File: src/sv/cbv_pkg.sv
// Package for the chunk box visibility table: table size, operation codes and
// the shared types for a table entry and the scan pipeline flags. No dependencies.
`default_nettype none

package cbv_pkg;

    localparam int ENTRIES = 64;
    localparam int IDX_W   = (ENTRIES > 1) ? $clog2(ENTRIES) : 1;

    localparam logic [1:0] OP_WRITE = 2'd0;
    localparam logic [1:0] OP_QUERY = 2'd1;
    localparam logic [1:0] OP_CLEAR = 2'd2;

    typedef logic [IDX_W-1:0] idx_t;

    // One table entry: chunk tag and the inclusive integer box bounds.
    typedef struct packed {
        logic signed [31:0] tag;
        logic signed [31:0] min_x;
        logic signed [31:0] min_y;
        logic signed [31:0] min_z;
        logic signed [31:0] max_x;
        logic signed [31:0] max_y;
        logic signed [31:0] max_z;
    } entry_t;

    // Flags that travel with an entry through the scan pipeline.
    typedef struct packed {
        logic valid;
        logic first;
        logic last;
    } probe_t;

    // Registered outcome of testing one entry.
    typedef struct packed {
        logic valid;
        logic last;
        logic hit;
    } match_t;

endpackage

`default_nettype wire

File: src/sv/cbv_match.sv
// Tests one entry read from the table against the query tag and position and
// registers the outcome. Depends on cbv_pkg.
`default_nettype none

module cbv_match
    import cbv_pkg::*;
(
    input  logic               clk,
    input  logic               rst_n,
    input  probe_t             probe,
    input  entry_t             entry,
    input  logic signed [31:0] id,
    input  logic signed [47:0] pos_x,
    input  logic signed [47:0] pos_y,
    input  logic signed [47:0] pos_z,
    output match_t             result
);

    match_t match_reg;
    match_t match_next;
    logic   in_box;
    logic   empty_table;

    // Bounds are integers; shifting them left by 16 puts them on the position's
    // fixed point grid exactly, and the product always fits in 48 bits.
    always_comb
    begin
        in_box = (pos_x >= $signed({entry.min_x, 16'h0000}))
              && (pos_x <= $signed({entry.max_x, 16'h0000}))
              && (pos_y >= $signed({entry.min_y, 16'h0000}))
              && (pos_y <= $signed({entry.max_y, 16'h0000}))
              && (pos_z >= $signed({entry.min_z, 16'h0000}))
              && (pos_z <= $signed({entry.max_z, 16'h0000}));
        // A zero tag in entry 0 means no table is loaded.
        empty_table      = probe.first && (entry.tag == 32'sd0);
        match_next.valid = probe.valid;
        match_next.last  = probe.valid && probe.last;
        match_next.hit   = probe.valid && (empty_table || ((entry.tag == id) && in_box));
    end

    always_ff @(posedge clk or negedge rst_n)
    begin
        if (!rst_n)
        begin
            match_reg <= '0;
        end
        else
        begin
            match_reg <= match_next;
        end
    end

    assign result = match_reg;

endmodule

`default_nettype wire

File: config.mk
export PLATFORM = sky130hd
export DESIGN_NAME = cbv_match
export DESIGN_NICKNAME = d
export VERILOG_FILES = /design/src/sv/cbv_pkg.sv /design/src/sv/cbv_match.sv
export SDC_FILE = /design/constraint.sdc
export NUM_CORES = 1
export LEC_CHECK = 0
export BUFFER_PORTS_ARGS = -buffer_cell sky130_fd_sc_hd__buf_4
export CAP_MARGIN = 0
export CORE_AREA = 4 4 157 159
export CTS_CLUSTER_SIZE = 28
export DETAILED_ROUTE_END_ITERATION = 10
export DIE_AREA = 0 0 161 163
export HOLD_SLACK_MARGIN = 0.08
export SLEW_MARGIN = 30
export SYNTH_ARGS = -nofsm -noshare
export SYNTH_HDL_FRONTEND = slang
export SYNTH_SLANG_ARGS = --single-unit
File: constraint.sdc
create_clock -name clk -period 0.8 [get_ports clk]
set_clock_uncertainty 0.1 [all_clocks]
set_input_delay 0.16 -clock clk [delete_from_list [all_inputs] [get_ports clk]]
set_output_delay 0.16 -clock clk [all_outputs]
set_load 0.03 [all_outputs]
==> results.toml <==
[final_layout]
drive_above_1_share_pct = 46.0
final_util_pct = 44.2
final_common_cell = "buf_4"
fin_nets = 1871
layout_common_cells = "buf_4, inv_1, ha_1, a21oi_1, nand4_1"
antennaDiodeCount = 0
largest_register_ff_count = 3
area_growth_pct = 87.3

[timing]
max-slew-margin-rel_pct = 66.4
grt_setup_unrepaired = "yes"
setup_tns_ns = -2.13
fmax_ghz = 0.432
period_share_pct = 290
final-hold-violation-count = 0
worst_pin_slew_ns = 0.499
min_period_ns = 2.32
finalWorstSetupSlack_ns = -1.52
maxSlewViolCount = 0
setup_violations = 4

[die]
dieWidth_um = 161
start_util_pct = 23.6
coreArea_mm2 = 0.0233
pin_count = 408
dieArea_mm2 = 0.0262
num_rows = 56
die_h_um = 163

[critical_path]
critical_path_required_ns = 0.83
slowest_delay_ns = 0.53
crit_chain = "buf_6, inv_4, ha_4, a21o_1, nand3_2, a211oi_2, or4_4, o22ai_4, o2111ai_2, o211a_1, a211o_1, o31ai_2"
cp_num_buf_inv = 2
startpoint_type = "primary input"
crit_type = "primary input to flop"
cp_max_fo = 2
crit_family = "compound AO/OA/AOI/OAI gates"
cp-end-kind = "flop"
cp_slowest_cell = "or4_4"
worst_ep_arrival_time_ns = 2.35

[clock_tree]
numCtsBuffers = 3
htree_levels = 1
cts.clk_slew.worst_paths_ns = 0.04
ctsLongestPathBuffers = 2
cts_tree = "yes"
cts_hold_buf = 1
clock_sinks = 3
root_buffer = "clkbuf_16"

[detailed_routing]
viasPerCell = 4.39
wirelength_um = 24500
wire_per_inst_um = 15.4
final_antenna_net_count = 0
via_count = 6995
drt_iter0_drc = 200
firstDrtPassIters = 4
drc_errors = 0

[worst_hold_path]
min_from = "probe[0]"
hold_depth = 2
hp-class = "primary input to flop"
holdPathEnd = "result[1]$_DFF_PN0_"

[global_routing]
grt_max_degree = 5
overflow = 0
grt_use_total_pct = 17.4
grt_pass1_wl_um = 37100
antenna_found_initial = 0
grt_pass1_vias = 7492

[run_status]
violations = "negative setup slack"
status = "complete, but fails checks"

[yosys]
async_reset_ff_share_pct = 100
ys_types = 47
synthCells = 750
synth_warnings = 0
avgSynthCellArea_um2 = 7.33
synth_ff_type = "dfrtp_1"
syn-cell-area_mm2 = 0.00550
synth_seq_area_share_pct = 1.37
syn_nets = 1347
synth_seq_cells = 3
synth_edf_count = 0

[power]
ir_worst_vdd_uv = 468
powerDensity_mw_per_mm2 = 577
p_leak_nw = 5.81

[placement]
gp_congestion = 0.872
portBuffers = 407
post-dp-hpwl_um = 23000

[flow_run]
cap_viol_max_count = 0
==> synthesized netlist by cell type (all sizes together), types with 2 or more instances <==
master   number  share of area (%)
ha          192                 44
inv         192                 13
a21oi        64                5.9
nand4        49                5.7
nand2        31                2.2
nor4         30                3.4
xnor2        29                4.6
a21o         25                3.4
nand3        20                1.9
o21ai        19                1.7
nor2         18                1.3
a211oi       12                1.6
a2111oi      10                2.3
nor2b         8                1.0
nor3          6               0.55
o211ai        6               0.91
xor2          6               0.96
dfrtp         3                1.4
o21bai        3               0.41
o31ai         3               0.50
a221oi        2               0.32
and2          2               0.23
and4          2               0.32
nand2b        2               0.23
nor4b         2               0.32
o22ai         2               0.23
or3           2               0.25
or4           2               0.27
==> per-stage QoR <==
step | setup WS (ns) | hold slack, ns | cells | area, µm² | power (mW)
CTS | -1.50 | 0.0426 | 1589 | 10100 | 5.85
floorplan | -1.33 | -0.236 | 750 | 5640 | 2.14
detailed placement | -2.10 | -0.135 | 1584 | 9900 | 4.92
global placement | -2.09 | -0.132 | 1584 | 9900 | 4.87
global route | -1.62 | 0.0584 | 1592 | 10300 | 6.61
finish | -1.52 | 0.0443 | 1592 | 10300 | 5.94
==> layer usage <==
| metal | vias up | track usage (%) | wire, µm |
|---|---|---|---|
| met1 | 3046 | 21.8 | 10600 |
| met2 | 212 | 32.1 | 12200 |
| met3 | 18 | 2.66 | 1300 |
| met4 | 0 | 2.40 | 297 |
| li1 | 3719 | - | - |
| met5 | - | 0 | 0 |
==> what timing repair did <==
action | CTS | global route
resized for setup | 19 | 37
pin swaps | 7 | 22
setup buffers | 0 | 3
endpoints found under the hold margin | 5 | 2
endpoints found under the setup margin | 4 | 4
==> final cells by class <==
class / instances / area, µm²
sequential: 3 / 75.1
timing repair buffer: 519 / 3920
fill: 2378 / 13000
clock buffer: 4 / 78.8
tap: 319 / 399
multi-input combinational: 555 / 5080
inverter: 192 / 741
==> where the power goes <==
| group | switching [mW] | total (mW) | internal, mW | leakage (nW) |
|---|---|---|---|---|
| clock | 0.159 | 0.819 | 0.660 | 0.0382 |
| combinational | 2.03 | 4.96 | 2.93 | 5.74 |
| sequential | 0.00352 | 0.161 | 0.158 | 0.0385 |
| total | 2.19 | 5.94 | 3.75 | 5.81 |
==> cell families (layout without fill, tap and decap cells) <==
| family | Yosys count | after routing | synth area share (%) |
|---|---|---|---|
| buffers and inverters | 192 | 715 | 13.1 |
| adders and majority gates | 192 | 192 | 43.7 |
| muxes | 1 | 1 | 0.182 |
| and+or+nand+nor | 175 | 175 | 17.8 |
| xor gates and xnor gates | 35 | 35 | 5.58 |
| DFF | 3 | 3 | 1.37 |
| AOI/OAI and AO/OA | 152 | 152 | 18.3 |
==> how the worst max path moves through the flow <==
stage,cells after the start,startpoint,to
after global placement,12,entry[159],result[0]$_DFF_PN0_
after CTS,11,pos_x[36],result[0]$_DFF_PN0_
after detailed placement,12,entry[159],result[0]$_DFF_PN0_
final,12,entry[37],result[0]$_DFF_PN0_
after floorplan,11,entry[105],result[0]$_DFF_PN0_
after global routing,12,entry[37],result[0]$_DFF_PN0_
No activity file was read; power rests on OpenSTA's default activity.
